`src/hw/rtl/touch_key_frame_decoder_unit_assert.svh`:
```
// ----------------------------------------------------------------------------
// Touch/key frame decoder assertion macros
// Concurrent check wrappers shared by the queue and event sequencer modules; empty when SYNTH.
// ----------------------------------------------------------------------------
`ifndef TOUCH_KEY_FRAME_DECODER_UNIT_ASSERT_SVH
`define TOUCH_KEY_FRAME_DECODER_UNIT_ASSERT_SVH

`ifndef SYNTH

// Check that is skipped while reset is asserted
`define TKFD_ASSERT(lbl, clk, rstn, prop) \
  lbl: assert property (@(posedge clk) disable iff (!(rstn)) (prop)) \
    else $error("tkfd assertion failed");

// Check that also holds during reset
`define TKFD_ASSERT_ALWAYS(lbl, clk, prop) \
  lbl: assert property (@(posedge clk) (prop)) \
    else $error("tkfd assertion failed");

`else

`define TKFD_ASSERT(lbl, clk, rstn, prop)
`define TKFD_ASSERT_ALWAYS(lbl, clk, prop)

`endif

`endif

```
`src/hw/rtl/tkfd_pkg.sv`:
```
// ----------------------------------------------------------------------------
// Touch/key frame decoder package
// Shared constants, frame descriptor type and event decode function.
// ----------------------------------------------------------------------------
package tkfd_pkg;

  // Window geometry
  localparam int unsigned TKFD_HELD        = 5;
  localparam int unsigned TKFD_FILL_W      = 3;
  localparam int unsigned TKFD_QUEUE_DEPTH = 2;

  // Frame headers
  localparam logic [7:0] HDR_PRESS_A = 8'h61;
  localparam logic [7:0] HDR_PRESS_B = 8'ha1;
  localparam logic [7:0] HDR_RELEASE = 8'he1;
  localparam logic [7:0] HDR_KEY_A   = 8'h51;
  localparam logic [7:0] HDR_KEY_B   = 8'h91;
  localparam logic [7:0] HDR_KEY_C   = 8'hd1;

  // Event kinds
  localparam logic [2:0] KIND_X        = 3'd0;
  localparam logic [2:0] KIND_Y        = 3'd1;
  localparam logic [2:0] KIND_PRESSURE = 3'd2;
  localparam logic [2:0] KIND_SYNC     = 3'd3;
  localparam logic [2:0] KIND_KEY      = 3'd4;

  localparam logic [15:0] PRESS_LEVEL = 16'h0FFF;

  typedef enum logic [1:0] {
    CLS_PRESS,
    CLS_RELEASE,
    CLS_KEY
  } frame_cls_e;

  // Decoded frame handed from front to back
  typedef struct packed {
    frame_cls_e cls;
    logic [7:0] header;
    logic [7:0] b1;
    logic [7:0] b2;
    logic [7:0] b3;
    logic [7:0] b4;
  } frame_t;

  typedef struct packed {
    logic [2:0]  kind;
    logic [15:0] value;
    logic [7:0]  header;
    logic        last;
  } event_t;

  // Event number idx of a decoded frame
  function automatic event_t tkfd_event(frame_t fr, logic [1:0] idx);
    event_t ev;
    ev.header = fr.header;
    ev.kind   = KIND_SYNC;
    ev.value  = 16'h0000;
    ev.last   = 1'b1;
    case (fr.cls)
      CLS_PRESS: begin
        case (idx)
          2'd0: begin
            ev.kind  = KIND_X;
            ev.value = {fr.b2, fr.b1};
            ev.last  = 1'b0;
          end
          2'd1: begin
            ev.kind  = KIND_Y;
            ev.value = {fr.b4, fr.b3};
            ev.last  = 1'b0;
          end
          2'd2: begin
            ev.kind  = KIND_PRESSURE;
            ev.value = PRESS_LEVEL;
            ev.last  = 1'b0;
          end
          default: begin
            ev.kind = KIND_SYNC;
          end
        endcase
      end
      CLS_RELEASE: begin
        if (idx == 2'd0) begin
          ev.kind = KIND_PRESSURE;
          ev.last = 1'b0;
        end
      end
      default: begin
        ev.kind  = KIND_KEY;
        ev.value = {8'h00, fr.b2};
      end
    endcase
    return ev;
  endfunction

endpackage

```
`src/hw/rtl/tkfd_front.sv`:
```
// ----------------------------------------------------------------------------
// Touch/key frame decoder front end
// Holds the byte window, checks checksum and header, emits frame descriptors.
// ----------------------------------------------------------------------------
module tkfd_front
  import tkfd_pkg::*;
(
  input  logic       clk_i,
  input  logic       rst_ni,
  input  logic       rx_valid_i,
  input  logic [7:0] rx_byte_i,
  input  logic       full_i,
  output logic       rx_stall_o,
  output logic       push_o,
  output frame_t     push_data_o
);

  logic [7:0]             win_q [TKFD_HELD];
  logic [7:0]             win_d [TKFD_HELD];
  logic [TKFD_FILL_W-1:0] fill_q, fill_d;
  logic                   accept;
  logic                   is_full_win;
  logic [7:0]             sum;
  logic                   csum_ok;
  logic                   hdr_known;
  logic                   is_frame;
  frame_cls_e             cls;

  // Hold off bytes while the descriptor queue has no room
  assign rx_stall_o = full_i;
  assign accept     = rx_valid_i && !full_i;
  assign is_full_win = (fill_q >= TKFD_FILL_W'(TKFD_HELD));

  // Checksum and header classification
  assign sum     = win_q[0] + win_q[1] + win_q[2] + win_q[3] + win_q[4];
  assign csum_ok = (~sum == rx_byte_i);

  always_comb begin
    hdr_known = 1'b1;
    cls       = CLS_KEY;
    if (win_q[0] inside {HDR_PRESS_A, HDR_PRESS_B}) begin
      cls = CLS_PRESS;
    end else if (win_q[0] == HDR_RELEASE) begin
      cls = CLS_RELEASE;
    end else if (win_q[0] inside {HDR_KEY_A, HDR_KEY_B, HDR_KEY_C}) begin
      cls = CLS_KEY;
    end else begin
      hdr_known = 1'b0;
    end
  end

  assign is_frame = is_full_win && csum_ok && hdr_known;
  assign push_o   = accept && is_frame;

  always_comb begin
    push_data_o.cls    = cls;
    push_data_o.header = win_q[0];
    push_data_o.b1     = win_q[1];
    push_data_o.b2     = win_q[2];
    push_data_o.b3     = win_q[3];
    push_data_o.b4     = win_q[4];
  end

  // Window update: fill, slide by one, or restart after a frame
  always_comb begin
    fill_d = fill_q;
    for (int i = 0; i < TKFD_HELD; i++) begin
      win_d[i] = win_q[i];
    end
    if (accept) begin
      if (!is_full_win) begin
        for (int i = 0; i < TKFD_HELD; i++) begin
          if (fill_q == TKFD_FILL_W'(i)) begin
            win_d[i] = rx_byte_i;
          end
        end
        fill_d = fill_q + TKFD_FILL_W'(1);
      end else if (is_frame) begin
        fill_d = '0;
      end else begin
        for (int i = 0; i < TKFD_HELD - 1; i++) begin
          win_d[i] = win_q[i+1];
        end
        win_d[TKFD_HELD-1] = rx_byte_i;
        fill_d = TKFD_FILL_W'(TKFD_HELD);
      end
    end
  end

  always_ff @(posedge clk_i or negedge rst_ni) begin
    if (!rst_ni) begin
      fill_q <= '0;
    end else begin
      fill_q <= fill_d;
    end
  end

  always_ff @(posedge clk_i) begin
    for (int i = 0; i < TKFD_HELD; i++) begin
      win_q[i] <= win_d[i];
    end
  end

endmodule

```
`src/hw/rtl/tkfd_queue.sv`:
```
// ----------------------------------------------------------------------------
// Touch/key frame decoder descriptor queue
// Small register FIFO between the front end and the event sequencer.
// ----------------------------------------------------------------------------
`include "touch_key_frame_decoder_unit_assert.svh"

module tkfd_queue
  import tkfd_pkg::*;
#(
  parameter int unsigned Depth = TKFD_QUEUE_DEPTH
) (
  input  logic   clk_i,
  input  logic   rst_ni,
  input  logic   push_i,
  input  frame_t push_data_i,
  output logic   full_o,
  input  logic   pop_i,
  output logic   valid_o,
  output frame_t data_o
);

  localparam int unsigned PtrW = (Depth > 1) ? $clog2(Depth) : 1;
  localparam int unsigned CntW = $clog2(Depth + 1);

  frame_t            mem_q [Depth];
  logic [PtrW-1:0]   wr_ptr_q, rd_ptr_q;
  logic [CntW-1:0]   cnt_q;
  logic              do_push, do_pop;

  assign full_o  = (cnt_q == CntW'(Depth));
  assign valid_o = (cnt_q != '0);
  assign data_o  = mem_q[rd_ptr_q];
  assign do_push = push_i && !full_o;
  assign do_pop  = pop_i && valid_o;

  function automatic logic [PtrW-1:0] ptr_inc(logic [PtrW-1:0] p);
    return (p == PtrW'(Depth - 1)) ? '0 : p + PtrW'(1);
  endfunction

  // Pointers and occupancy
  always_ff @(posedge clk_i or negedge rst_ni) begin
    if (!rst_ni) begin
      wr_ptr_q <= '0;
      rd_ptr_q <= '0;
      cnt_q    <= '0;
    end else begin
      if (do_push) begin
        wr_ptr_q <= ptr_inc(wr_ptr_q);
      end
      if (do_pop) begin
        rd_ptr_q <= ptr_inc(rd_ptr_q);
      end
      if (do_push && !do_pop) begin
        cnt_q <= cnt_q + CntW'(1);
      end else if (do_pop && !do_push) begin
        cnt_q <= cnt_q - CntW'(1);
      end
    end
  end

  // Entry storage
  always_ff @(posedge clk_i) begin
    if (do_push) begin
      mem_q[wr_ptr_q] <= push_data_i;
    end
  end

  `TKFD_ASSERT(a_cnt_bound, clk_i, rst_ni, cnt_q <= CntW'(Depth))
  `TKFD_ASSERT(a_no_overflow, clk_i, rst_ni, !(push_i && full_o))
  `TKFD_ASSERT_ALWAYS(a_reset_empty, clk_i, !rst_ni |=> cnt_q == '0)

endmodule

```
`src/hw/rtl/tkfd_back.sv`:
```
// ----------------------------------------------------------------------------
// Touch/key frame decoder event sequencer
// Expands each decoded frame into its events through an output register.
// ----------------------------------------------------------------------------
`include "touch_key_frame_decoder_unit_assert.svh"

module tkfd_back
  import tkfd_pkg::*;
(
  input  logic        clk_i,
  input  logic        rst_ni,
  input  logic        q_valid_i,
  input  frame_t      q_data_i,
  output logic        pop_o,
  output logic        ev_valid_o,
  input  logic        ev_stall_i,
  output logic [2:0]  event_kind_o,
  output logic [15:0] event_value_o,
  output logic [7:0]  frame_header_o,
  output logic        last_of_frame_o
);

  frame_t     cur_q;
  logic       busy_q;
  logic [1:0] idx_q;
  logic       out_valid_q;
  event_t     out_q;
  event_t     ev;
  logic       out_free;
  logic       emit;
  logic       finish;

  // Next event of the current frame
  assign ev       = tkfd_event(cur_q, idx_q);
  assign out_free = !out_valid_q || !ev_stall_i;
  assign emit     = busy_q && out_free;
  assign finish   = emit && ev.last;
  assign pop_o    = q_valid_i && (!busy_q || finish);

  // Sequencer control
  always_ff @(posedge clk_i or negedge rst_ni) begin
    if (!rst_ni) begin
      busy_q      <= 1'b0;
      idx_q       <= '0;
      out_valid_q <= 1'b0;
    end else begin
      if (pop_o) begin
        busy_q <= 1'b1;
        idx_q  <= '0;
      end else if (finish) begin
        busy_q <= 1'b0;
      end else if (emit) begin
        idx_q <= idx_q + 2'd1;
      end
      if (emit) begin
        out_valid_q <= 1'b1;
      end else if (out_free) begin
        out_valid_q <= 1'b0;
      end
    end
  end

  // Frame and output payload
  always_ff @(posedge clk_i) begin
    if (pop_o) begin
      cur_q <= q_data_i;
    end
    if (emit) begin
      out_q <= ev;
    end
  end

  assign ev_valid_o      = out_valid_q;
  assign event_kind_o    = out_q.kind;
  assign event_value_o   = out_q.value;
  assign frame_header_o  = out_q.header;
  assign last_of_frame_o = out_q.last;

  `TKFD_ASSERT(a_key_single, clk_i, rst_ni, busy_q && cur_q.cls == CLS_KEY |-> idx_q == 2'd0)
  `TKFD_ASSERT(a_release_two, clk_i, rst_ni,
               busy_q && cur_q.cls == CLS_RELEASE |-> idx_q <= 2'd1)
  `TKFD_ASSERT(a_emit_fills, clk_i, rst_ni, emit |=> out_valid_q)

endmodule

```
`src/hw/rtl/touch_key_frame_decoder_unit.sv`:
```
// ----------------------------------------------------------------------------
// Touch/key frame decoder unit
// Decodes six-byte touch and key frames from a serial byte stream into events.
//
//   channel | direction | handshake              | payload
//   --------+-----------+------------------------+------------------------------
//   rx      | in        | rx_valid_i / rx_stall_o | rx_byte_i
//   ev      | out       | ev_valid_o / ev_stall_i | event_kind_o, event_value_o,
//           |           |                        | frame_header_o, last_of_frame_o
//
// One byte is taken per cycle while rx is not stalled; the window check
// finishes in the accept cycle. A frame's first event goes through the queue,
// frame and output registers; its events follow one per cycle unless ev stalls.
// rx stalls only while the frame descriptor queue (QueueDepth entries) is full.
// Reset empties the window, the queue and the output register.
// ----------------------------------------------------------------------------
module touch_key_frame_decoder_unit
  import tkfd_pkg::*;
#(
  parameter int unsigned QueueDepth = TKFD_QUEUE_DEPTH
) (
  input  logic        clk_i,
  input  logic        rst_ni,
  input  logic        rx_valid_i,
  output logic        rx_stall_o,
  input  logic [7:0]  rx_byte_i,
  output logic        ev_valid_o,
  input  logic        ev_stall_i,
  output logic [2:0]  event_kind_o,
  output logic [15:0] event_value_o,
  output logic [7:0]  frame_header_o,
  output logic        last_of_frame_o
);

  logic   q_full;
  logic   q_push;
  frame_t q_push_data;
  logic   q_pop;
  logic   q_valid;
  frame_t q_data;

  // Window and frame check
  tkfd_front u_front (
    .clk_i       (clk_i),
    .rst_ni      (rst_ni),
    .rx_valid_i  (rx_valid_i),
    .rx_byte_i   (rx_byte_i),
    .full_i      (q_full),
    .rx_stall_o  (rx_stall_o),
    .push_o      (q_push),
    .push_data_o (q_push_data)
  );

  // Decoded frame queue
  tkfd_queue #(
    .Depth (QueueDepth)
  ) u_queue (
    .clk_i       (clk_i),
    .rst_ni      (rst_ni),
    .push_i      (q_push),
    .push_data_i (q_push_data),
    .full_o      (q_full),
    .pop_i       (q_pop),
    .valid_o     (q_valid),
    .data_o      (q_data)
  );

  // Event sequencer
  tkfd_back u_back (
    .clk_i           (clk_i),
    .rst_ni          (rst_ni),
    .q_valid_i       (q_valid),
    .q_data_i        (q_data),
    .pop_o           (q_pop),
    .ev_valid_o      (ev_valid_o),
    .ev_stall_i      (ev_stall_i),
    .event_kind_o    (event_kind_o),
    .event_value_o   (event_value_o),
    .frame_header_o  (frame_header_o),
    .last_of_frame_o (last_of_frame_o)
  );

endmodule

```
`config.mk`:
```
export PLATFORM = sky130hd
export DESIGN_NAME = touch_key_frame_decoder_unit
export DESIGN_NICKNAME = d
export VERILOG_FILES = /design/src/hw/rtl/tkfd_pkg.sv /design/src/hw/rtl/tkfd_front.sv /design/src/hw/rtl/tkfd_queue.sv /design/src/hw/rtl/tkfd_back.sv /design/src/hw/rtl/touch_key_frame_decoder_unit.sv
export VERILOG_INCLUDE_DIRS = /design/src /design/src/hw/rtl
export SDC_FILE = /design/constraint.sdc
export NUM_CORES = 1
export LEC_CHECK = 0
export BUFFER_PORTS_ARGS = -buffer_cell sky130_fd_sc_hd__buf_2
export CAP_MARGIN = 20
export CORE_ASPECT_RATIO = 0.75
export CORE_MARGIN = 2
export CORE_UTILIZATION = 44
export DETAILED_ROUTE_END_ITERATION = 10
export GPL_ROUTABILITY_DRIVEN = 0
export SETUP_SLACK_MARGIN = 0.05
export SYNTH_ARGS = -nofsm -noshare
export SYNTH_HDL_FRONTEND = slang
export SYNTH_SLANG_ARGS = --single-unit
export TNS_END_PERCENT = 5
```
`constraint.sdc`:
```
create_clock -name clk_i -period 18.8 [get_ports clk_i]
set_clock_uncertainty 0.15 [all_clocks]
set_input_delay 0 -clock clk_i [delete_from_list [all_inputs] [get_ports clk_i]]
set_output_delay 0 -clock clk_i [all_outputs]
set_load 0.01 [all_outputs]
```
==> results of run 1 <==
-- report_power, final --
part | internal, mW | switching (mW) | total (mW)
sequential | 0.658 | 0.0709 | 0.729
clock | 0.237 | 0.172 | 0.409
combinational | 0.312 | 0.467 | 0.779
-- through the flow --
step | total power, mW | util, % | area [µm²]
after floorplan | 1.31 | - | 8530
after global placement | 1.49 | 47.1 | 9030
after detailed placement | 1.51 | 47.1 | 9030
after CTS | 1.93 | 51.3 | 9830
after global routing | 2.05 | 51.3 | 9840
final | 1.92 | 51.3 | 9840
-- kinds of logic after synthesis --
group	synth area share, %
AOI/OAI and AO/OA	4.78
xor gates and xnor gates	2.52
adders and majority gates	7.34
buffers and inverters	1.63
DFF	71.5
muxes	5.78
and+or+nand+nor	6.40
-- per-layer routing --
layer / GRT usage (%) / share of wire, % / vias up
met3: 3.10 / 6.6 / 23
met4: 3.63 / 1.9 / 0
met2: 22.4 / 41 / 135
met5: 0 / 0 / -
li1: - / - / 2053
met1: 27.9 / 51 / 2197
-- layout make-up --
type	count	area (µm²)
tap	253	317
multi-input combinational	282	2300
timing repair buffer	59	368
inverter	19	71.3
fill	1592	9320
clock buffer	28	592
clock inverter	10	87.6
sequential	205	6100
-- layout by cell type (no fill, tap or decap), drive strengths merged --
| cell | n |
|---|---|
| edfxtp | 194 |
| nand2 | 80 |
| buf | 47 |
| mux2 | 42 |
| clkbuf | 28 |
| nor2 | 22 |
| inv | 21 |
| fa | 20 |
| ha | 18 |
| o21ai | 17 |
| xnor2 | 13 |
| a221oi | 13 |
| dlygate4sd3 | 12 |
| dfrtp | 11 |
| xor2 | 9 |
| a21oi | 8 |
| nor3 | 7 |
| clkinv | 6 |
| a22oi | 4 |
| and2 | 4 |
| nand2b | 2 |
| a211oi | 2 |
| a21o | 2 |
| mux2i | 2 |
| o2111ai | 2 |
| nor4 | 2 |
| nor2b | 2 |
| or3 | 1 |
| o21bai | 1 |
| nor4b | 1 |
| nand3 | 1 |
| xnor3 | 1 |
| o311a | 1 |
| o31a | 1 |
| o21a | 1 |
| and4 | 1 |
| o311ai | 1 |
| o211ai | 1 |
| clkinvlp | 1 |
| bufinv | 1 |
-- sequential cells by signal (all words and copies together) (netlist names), 2 cells and up --
signal and cells:
u_back.cur_q 42, u_back.event_kind_o 3, u_back.event_value_o 16, u_back.frame_header_o 8
u_back.idx_q 2, u_front.fill_q 3, u_front.win_q 40, u_queue.cnt_q 2
u_queue.mem_q 84
-- final timing paths --
path / endpoint / cells after the start
worst max-delay path: u_queue.mem_q[1][32] / 11
worst min register to register: u_back.frame_header_o[4] / 0
min in group asynchronous: u_back.ev_valid_o / 3
max in group asynchronous: u_queue.wr_ptr_q / 3
worst min-delay path: u_front.win_q[0][36] / 2
worst max register to register: u_queue.mem_q[1][32] / 11
==> results.json, run 1 <==
{
  "outcome": "completed",
  "syn-num-nets": 574,
  "vias": 4408,
  "port_buffers": 41,
  "die_w_um": 165,
  "worst_hold_slack_ps": 92.8,
  "tightestPinTransition_ps": 1070,
  "grt.total_usage_pct": 16.7,
  "antenna_found_initial": 0,
  "synth_cell_types": 42,
  "drc": 0,
  "crit_buf_inv": 0,
  "clk_path_buf_depth": 3,
  "dpl.hpwl_um": 11100,
  "max_stage_delay_ps": 890,
  "clk_pin_slew_ps": 60,
  "worst-r2r-setup-slack_ps": 13490,
  "fp.dieH_um": 125,
  "antenna_cells": 0,
  "synth_ff_type": "edfxtp_1",
  "required_ps": 18770,
  "maxCapViolCount": 0,
  "finalNonFillerCells": 856,
  "path_delay_family": "adder cells",
  "cts_inserted_buffers": 21,
  "ctsResizeCount": 0,
  "rsz0062_at_grt": "no",
  "wire_per_inst_um": 19.0,
  "path_cells": "fa_1, fa_1, fa_1, ha_1, fa_1, a21oi_1, o21bai_1, a221oi_2, o2111ai_2, nor4_4, and2_2",
  "fin_ws_ps": 13490,
  "cts_htree_levels": 1,
  "path_common_cell": "fa_1",
  "grt_pass1_vias": 4396,
  "die_area_mm2": 0.0205,
  "timing.final.crit_share_pct": 28.2,
  "grt_pass1_wl_um": 25600,
  "power_leakage_nw": 3.59,
  "nets": 638,
  "start_util_pct": 44.5,
  "slew_headroom_pct": 28.3,
  "clkSinkCount": 205,
  "cts_root_buffer": "clkbuf_16",
  "finalMaxSlewViolations": 0,
  "drive_gt1_share_pct": 16.3,
  "hold_violations": 0,
  "syn_area_per_cell_um2": 16.3,
  "critPathKind": "register to register",
  "ys_seq_area_share_pct": 71.5,
  "synth_top_cell_by_area": "edfxtp_1",
  "pre_cts_ws_ps": 13430,
  "synthArstFlopShare_pct": 5.37,
  "setup_viol": 0,
  "coreArea_mm2": 0.0192,
  "synth_top_area_share_pct": 68.3,
  "via_per_inst": 5.15,
  "yosys_warnings": 0,
  "synth_seq_cells": 205,
  "tns_ps": 0,
  "ctsHoldBuffers": 12,
  "pin_count": 42,
  "grt_overflow": 0,
  "period_needed_ps": 5310,
  "hp-start": "rx_byte_i[4]",
  "num_rows": 44,
  "grt_max_degree": 47,
  "ys_top_cells_by_count": "194 x edfxtp_1, 80 x nand2_1, 39 x mux2_1, 22 x nor2_1, 20 x fa_1",
  "clock.fmax_mhz": 188,
  "hold_class": "input pin to register",
  "cp-startpoint": "u_front.win_q[0][17]",
  "place_inst": 805,
  "syn_area_mm2": 0.00853,
  "cp-start-kind": "register",
  "first_pass_iters": 4,
  "rr_startpoint": "u_front.win_q[0][17]",
  "cp-end-kind": "register",
  "area_delta_synth_final_pct": 15.3,
  "synth.most_common_cell": "edfxtp_1",
  "clk_latency_ps": 500,
  "netlist_top_cells_area": "edfxtp_1 68%, mux2_1 5.2%, fa_1 4.7%",
  "wirelength_um": 16200,
  "critPathSlowestCell": "and2_2",
  "cts_tree": "built",
  "netlist_instances": 524,
  "dr.first_iter.drc_count": 313,
  "vdd_drop_max_uv": 107,
  "cts_setup_buffers": 0,
  "cp_max_fo": 42,
  "synth_edf_count": 194,
  "arrival_ps": 5280,
  "p_per_area_mw_per_mm2": 195,
  "ant_nets": 0
}
(Power assumes the default switching activity.)
==> run 2: changes to the inputs <==
--- a/config.mk
+++ b/config.mk
@@ -6,6 +6,7 @@
 export SDC_FILE = /design/constraint.sdc
 export NUM_CORES = 1
 export LEC_CHECK = 0
+export ABC_AREA = 1
 export BUFFER_PORTS_ARGS = -buffer_cell sky130_fd_sc_hd__buf_2
 export CAP_MARGIN = 20
 export CORE_ASPECT_RATIO = 0.75
==> constraint.sdc (replaced) <==
create_clock -name clk_i -period 5.33 [get_ports clk_i]
set_clock_uncertainty 0.15 [all_clocks]
set_input_delay 0 -clock clk_i [delete_from_list [all_inputs] [get_ports clk_i]]
set_output_delay 0 -clock clk_i [all_outputs]
set_load 0.01 [all_outputs]
==> results.json, run 2 <==
{
  "synthAdderAreaFrac_pct": 7.22,
  "final_common_cell": "nand2_1",
  "fin_ws_ps": 612,
  "grt_max_degree": 44,
  "cts_setup_buffers": 0,
  "cp-end-kind": "register",
  "cp-start-kind": "register",
  "tns_ps": 0,
  "dr.first_iter.drc_count": 502,
  "timing.final.crit_share_pct": 88.5,
  "num_rows": 44,
  "postPlaceCellArea_mm2": 0.00923,
  "ys_top_cells_by_count": "256 x nand2_1, 194 x edfxtp_1, 55 x inv_1, 29 x nor2_1, 23 x o21ai_0",
  "wirelength_um": 17000,
  "post_synth_and_or_nand_nor_area_fraction_pct": 13.8,
  "required_ps": 5560,
  "synthArstFlopShare_pct": 5.37,
  "clk_pin_slew_ps": 70,
  "grt.total_usage_pct": 16.8,
  "hold_violations": 0,
  "period_needed_ps": 4720,
  "netlist_instances": 697,
  "cts_htree_levels": 1,
  "wire_per_inst_um": 16.6,
  "pre_cts_ws_ps": 643,
  "critPathKind": "register to register",
  "clk_latency_ps": 500,
  "ctsHoldBuffers": 12,
  "synth_top_cell_by_area": "edfxtp_1",
  "fp.dieH_um": 126,
  "path_common_cell": "fa_1",
  "num-fill-cells": 1625,
  "cts_inserted_buffers": 20,
  "nets": 811,
  "synth_edf_count": 194,
  "synth_seq_cells": 205,
  "clk_path_buf_depth": 3,
  "vias": 5096,
  "pin_count": 42,
  "finalMaxSlewViolations": 0,
  "coreArea_mm2": 0.0193,
  "ant_nets": 0,
  "met2WireLength_um": 6890,
  "via_per_inst": 4.97,
  "cts_tree": "built",
  "largest_reg_flops": 84,
  "maxCapViolCount": 0,
  "syn_area_per_cell_um2": 12.4,
  "cp_max_fo": 4,
  "netlist_top_cells_area": "edfxtp_1 67%, nand2_1 11%, fa_1 4.6%",
  "hold_class": "input pin to register",
  "ctsResizeCount": 0,
  "post-route-cell-area_mm2": 0.00993,
  "port_buffers": 41,
  "dr_wl_met3_um": 954,
  "grt_overflow": 0,
  "place_inst": 980,
  "yosys_warnings": 0,
  "final_cell_mix": "256 x nand2_1, 194 x edfxtp_1, 55 x inv_1, 41 x buf_2, 26 x nor2_1",
  "slew_headroom_pct": 48.9,
  "finalNonFillerCells": 1026,
  "rsz0062_at_grt": "no",
  "topRoutingLayerUsed": "met4",
  "antenna_found_initial": 0,
  "setup_viol": 0,
  "clkSinkCount": 205,
  "die_w_um": 166,
  "yosys.area_share.xor_xnor_pct": 1.01,
  "area_delta_synth_final_pct": 14.5,
  "synth_compound_area_share_pct": 4.20,
  "drive_gt1_share_pct": 11.8,
  "drt-met1-wl_um": 8630,
  "syn_area_mm2": 0.00867,
  "dpl.hpwl_um": 11400,
  "first_pass_iters": 5,
  "arrival_ps": 4940,
  "outcome": "completed",
  "synth_top_area_share_pct": 67.2,
  "critPathSlowestCell": "fa_1",
  "clock.fmax_mhz": 212,
  "grt_pass1_wl_um": 27200,
  "max_stage_delay_ps": 580,
  "path_cells": "fa_1, fa_1, fa_1, ha_1, fa_1, inv_1, nand2_1, nand2_1, nand3b_1, nor2_1, nand3_1, nor2_1, nand3_1, nor2_1, nand3_1, inv_1, ha_1, a21oi_1, o21ai_0, xor2_1",
  "drc": 0,
  "synth_mux_area_share_pct": 0,
  "die_area_mm2": 0.0209,
  "top_regs": "u_queue.mem_q x84, u_back.cur_q x42, u_front.win_q x40",
  "crit_buf_inv": 2,
  "synth.most_common_cell": "nand2_1",
  "start_util_pct": 44.9,
  "cts_root_buffer": "clkbuf_16",
  "ys_seq_area_share_pct": 70.4,
  "synth_ff_type": "edfxtp_1",
  "tightestPinTransition_ps": 767,
  "synth_top_family_by_area": "simple AND/OR/NAND/NOR gates",
  "path_delay_family": "adder cells",
  "syn-num-nets": 747,
  "grt_pass1_vias": 4992,
  "synth_cell_types": 26,
  "largest_register": "u_queue.mem_q",
  "antenna_cells": 0
}
[run 2: cell types whose count changed after synthesis, moves of 7 or more]
| cell | change |
|---|---|
| a21oi_1 | +7 |
| inv_1 | +38 |
| mux2_1 | -39 |
| nand2_1 | +176 |
| nand3_1 | +13 |
| nor2_1 | +7 |
| o21ai_0 | +22 |
| o21ai_1 | -15 |
[run 2: cells by family after synthesis]
logic type / count (synthesis)
xor+xnor: 10
buf+inv: 78
fa+ha+maj: 38
compound gates: 58
flops: 205
simple gates: 308
[run 2: path summary, 6_finish.rpt]
kind | start | endpoint | slack, ps | depth (start not counted)
worst max-delay path | u_front.win_q[0][17] | u_queue.cnt_q[1] | 610 | 20
max in group asynchronous | rst_ni | u_front.fill_q[2] | 4180 | 3
worst min-delay path | ev_stall_i | u_back.ev_valid_o | 110 | 4
worst max register to register | u_front.win_q[0][17] | u_queue.cnt_q[1] | 610 | 20
worst min register to register | u_back.cur_q[38] | u_back.frame_header_o[6] | 270 | 0
min in group asynchronous | rst_ni | u_back.busy_q | 430 | 3
[run 2: per-layer routing]
layer / vias up / global-route usage, %
met5: - / 0
met4: 0 / 5.83
met3: 38 / 3.29
met2: 133 / 23.3
met1: 2448 / 26.3
li1: 2477 / -
[run 2: cell type report]
cell class / instances / area, µm² / area share [%]
clock buffers: 26 / 523 / 5.27
flip-flops and latches: 205 / 6100 / 61.4
inverters: 57 / 214 / 2.16
well taps: 253 / 317 / 3.19
multi-input cells: 414 / 2290 / 23.1
clock inverters: 8 / 55.1 / 0.555
repair buffers: 63 / 425 / 4.28
[run 2: stage by stage]
step | util (%) | hold WS, ps
finish | 51.4 | 106
global route | 51.4 | 107
CTS | 51.4 | 91.5
detailed placement | 47.8 | -240
global placement | 47.8 | -245
floorplan | - | -446
[run 2: worst register-to-register path, cell delays in order (launching register included)]
cell and delay, ps:
edfxtp_1 450, fa_1 580, fa_1 450, fa_1 470
ha_1 250, fa_1 530, inv_1 50, nand2_1 70
nand2_1 60, nand3b_1 140, nor2_1 110, nand3_1 80
nor2_1 100, nand3_1 70, nor2_1 90, nand3_1 200
inv_1 110, ha_1 250, a21oi_1 110, o21ai_0 100
xor2_1 150
Power of run 2 is left out: the tool's default activity adds up to more than one toggle a clock period on the data nets, which glitch-free logic cannot reach.
==> run 3: changes to the inputs <==
--- a/config.mk
+++ b/config.mk
@@ -9,7 +9,6 @@
 export ABC_AREA = 1
 export BUFFER_PORTS_ARGS = -buffer_cell sky130_fd_sc_hd__buf_2
 export CAP_MARGIN = 20
-export CORE_ASPECT_RATIO = 0.75
 export CORE_MARGIN = 2
 export CORE_UTILIZATION = 44
 export DETAILED_ROUTE_END_ITERATION = 10
==> results.json, run 3 (synthesis results as in run 2) <==
{
  "antenna_found_initial": 0,
  "ant_nets": 0,
  "seq_area_mm2": 0.00610,
  "grt_pass1_vias": 4913,
  "required_ps": 5560,
  "grt_pass1_wl_um": 25600,
  "cts_htree_levels": 1,
  "port_buffers": 41,
  "final_cell_mix": "256 x nand2_1, 194 x edfxtp_1, 55 x inv_1, 41 x buf_2, 26 x nor2_1",
  "wire_per_inst_um": 15.3,
  "area_delta_synth_final_pct": 16.0,
  "antenna_cells": 0,
  "cp-end-kind": "register",
  "maxCapViolCount": 0,
  "start_util_pct": 44.7,
  "path_delay_family": "adder cells",
  "drive_gt1_share_pct": 12.1,
  "first_pass_iters": 5,
  "period_needed_ps": 4810,
  "coreArea_mm2": 0.0194,
  "finalNonFillerCells": 1045,
  "place_inst": 993,
  "cp_max_fo": 4,
  "die_area_mm2": 0.0208,
  "grt.total_usage_pct": 16.1,
  "cts_tree": "built",
  "largest_reg_flops": 84,
  "nets": 814,
  "grt_max_degree": 44,
  "arrival_ps": 5040,
  "clk_pin_slew_ps": 60,
  "clkSinkCount": 205,
  "rsz0062_at_grt": "no",
  "grt_overflow": 0,
  "hold_violations": 0,
  "tns_ps": 0,
  "via_per_inst": 4.83,
  "largest_register": "u_queue.mem_q",
  "dr.first_iter.drc_count": 378,
  "path_common_cell": "fa_1",
  "path_cells": "fa_1, fa_1, fa_1, ha_1, fa_1, inv_1, nand2_1, nand2_1, nand3b_1, nor2_1, nand3_1, nor2_1, nand3_1, nor2_1, nand3_1, inv_1, ha_1, a21oi_1, o21ai_0, xor2_1",
  "cts_inserted_buffers": 22,
  "drc": 0,
  "setup_viol": 0,
  "timing.final.crit_share_pct": 90.2,
  "outcome": "completed",
  "fp.dieH_um": 144,
  "critPathSlowestCell": "fa_1",
  "max_stage_delay_ps": 580,
  "clock.fmax_mhz": 208,
  "final_common_cell": "nand2_1",
  "crit_buf_inv": 2,
  "clk_latency_ps": 500,
  "critPathKind": "register to register",
  "vias": 5045,
  "num-fill-cells": 1706,
  "num_rows": 51,
  "wirelength_um": 16000,
  "slew_headroom_pct": 54.9,
  "hold_class": "input pin to register",
  "dpl.hpwl_um": 11200,
  "pin_count": 42,
  "cts_root_buffer": "clkbuf_16",
  "cp-start-kind": "register",
  "clk_path_buf_depth": 3,
  "finalMaxSlewViolations": 0,
  "multi_input_area_mm2": 0.00229,
  "top_regs": "u_queue.mem_q x84, u_back.cur_q x42, u_front.win_q x40",
  "die_w_um": 144,
  "tightestPinTransition_ps": 673
}
-- run 3: changes by cell type in the layout (fill, tap and decap cells not counted) --
cell and delta:
clkinv_1 +4, clkinv_4 +1, clkbuf_16 +2, clkbuf_8 +2, bufinv_16 +1, clkinv_2 -2
buf_4 +1, clkinvlp_4 -2
-- run 3: final timing paths --
kind,startpoint,endpoint,slack (ps),cells after the start
worst min register to register,u_back.cur_q[39],u_back.frame_header_o[7],260,0
max in group asynchronous,rst_ni,u_front.fill_q[1],4180,3
min in group asynchronous,rst_ni,u_back.ev_valid_o,430,3
worst max register to register,u_front.win_q[0][17],u_queue.cnt_q[1],520,20
worst min-delay path,rx_byte_i[7],u_front.win_q[0][39],110,2
worst max-delay path,u_front.win_q[0][17],u_queue.cnt_q[1],520,20
-- run 3: timing repair --
item	CTS	global route
hold buffers	12	0
hold endpoints to repair	66	0
gates resized for setup	0	0
buffers inserted	0	0
-- run 3: metal layers --
metal	wire, µm	vias to the layer above	track usage (%)
li1	-	2492	-
met1	7470	2379	23.2
met2	7300	143	25.4
met3	897	31	2.91
met4	347	0	4.09
met5	0	-	0
-- run 3: final cells by class --
class                           instances  share of cell area [%]
Sequential cell                       205                    60.7
Multi-Input combinational cell        414                    22.8
Clock buffer                           30                    5.97
Timing Repair Buffer                   64                    4.30
Tap cell                              265                    3.30
Inverter                               57                    2.13
Clock inverter                         10                   0.834
-- run 3: per-stage QoR --
stage          hold slack, ps  util (%)  area [µm²]  setup slack [ps]
2_1_floorplan            -446         -        8670              -411
3_3_place_gp             -251      47.7        9250               630
3_5_place_dp             -250      47.7        9250               548
4_1_cts                  96.1      51.8       10100               511
5_1_grt                   107      51.8       10100               169
6_report                  110      51.8       10100               521
Power of run 3 is left out for the same reason.
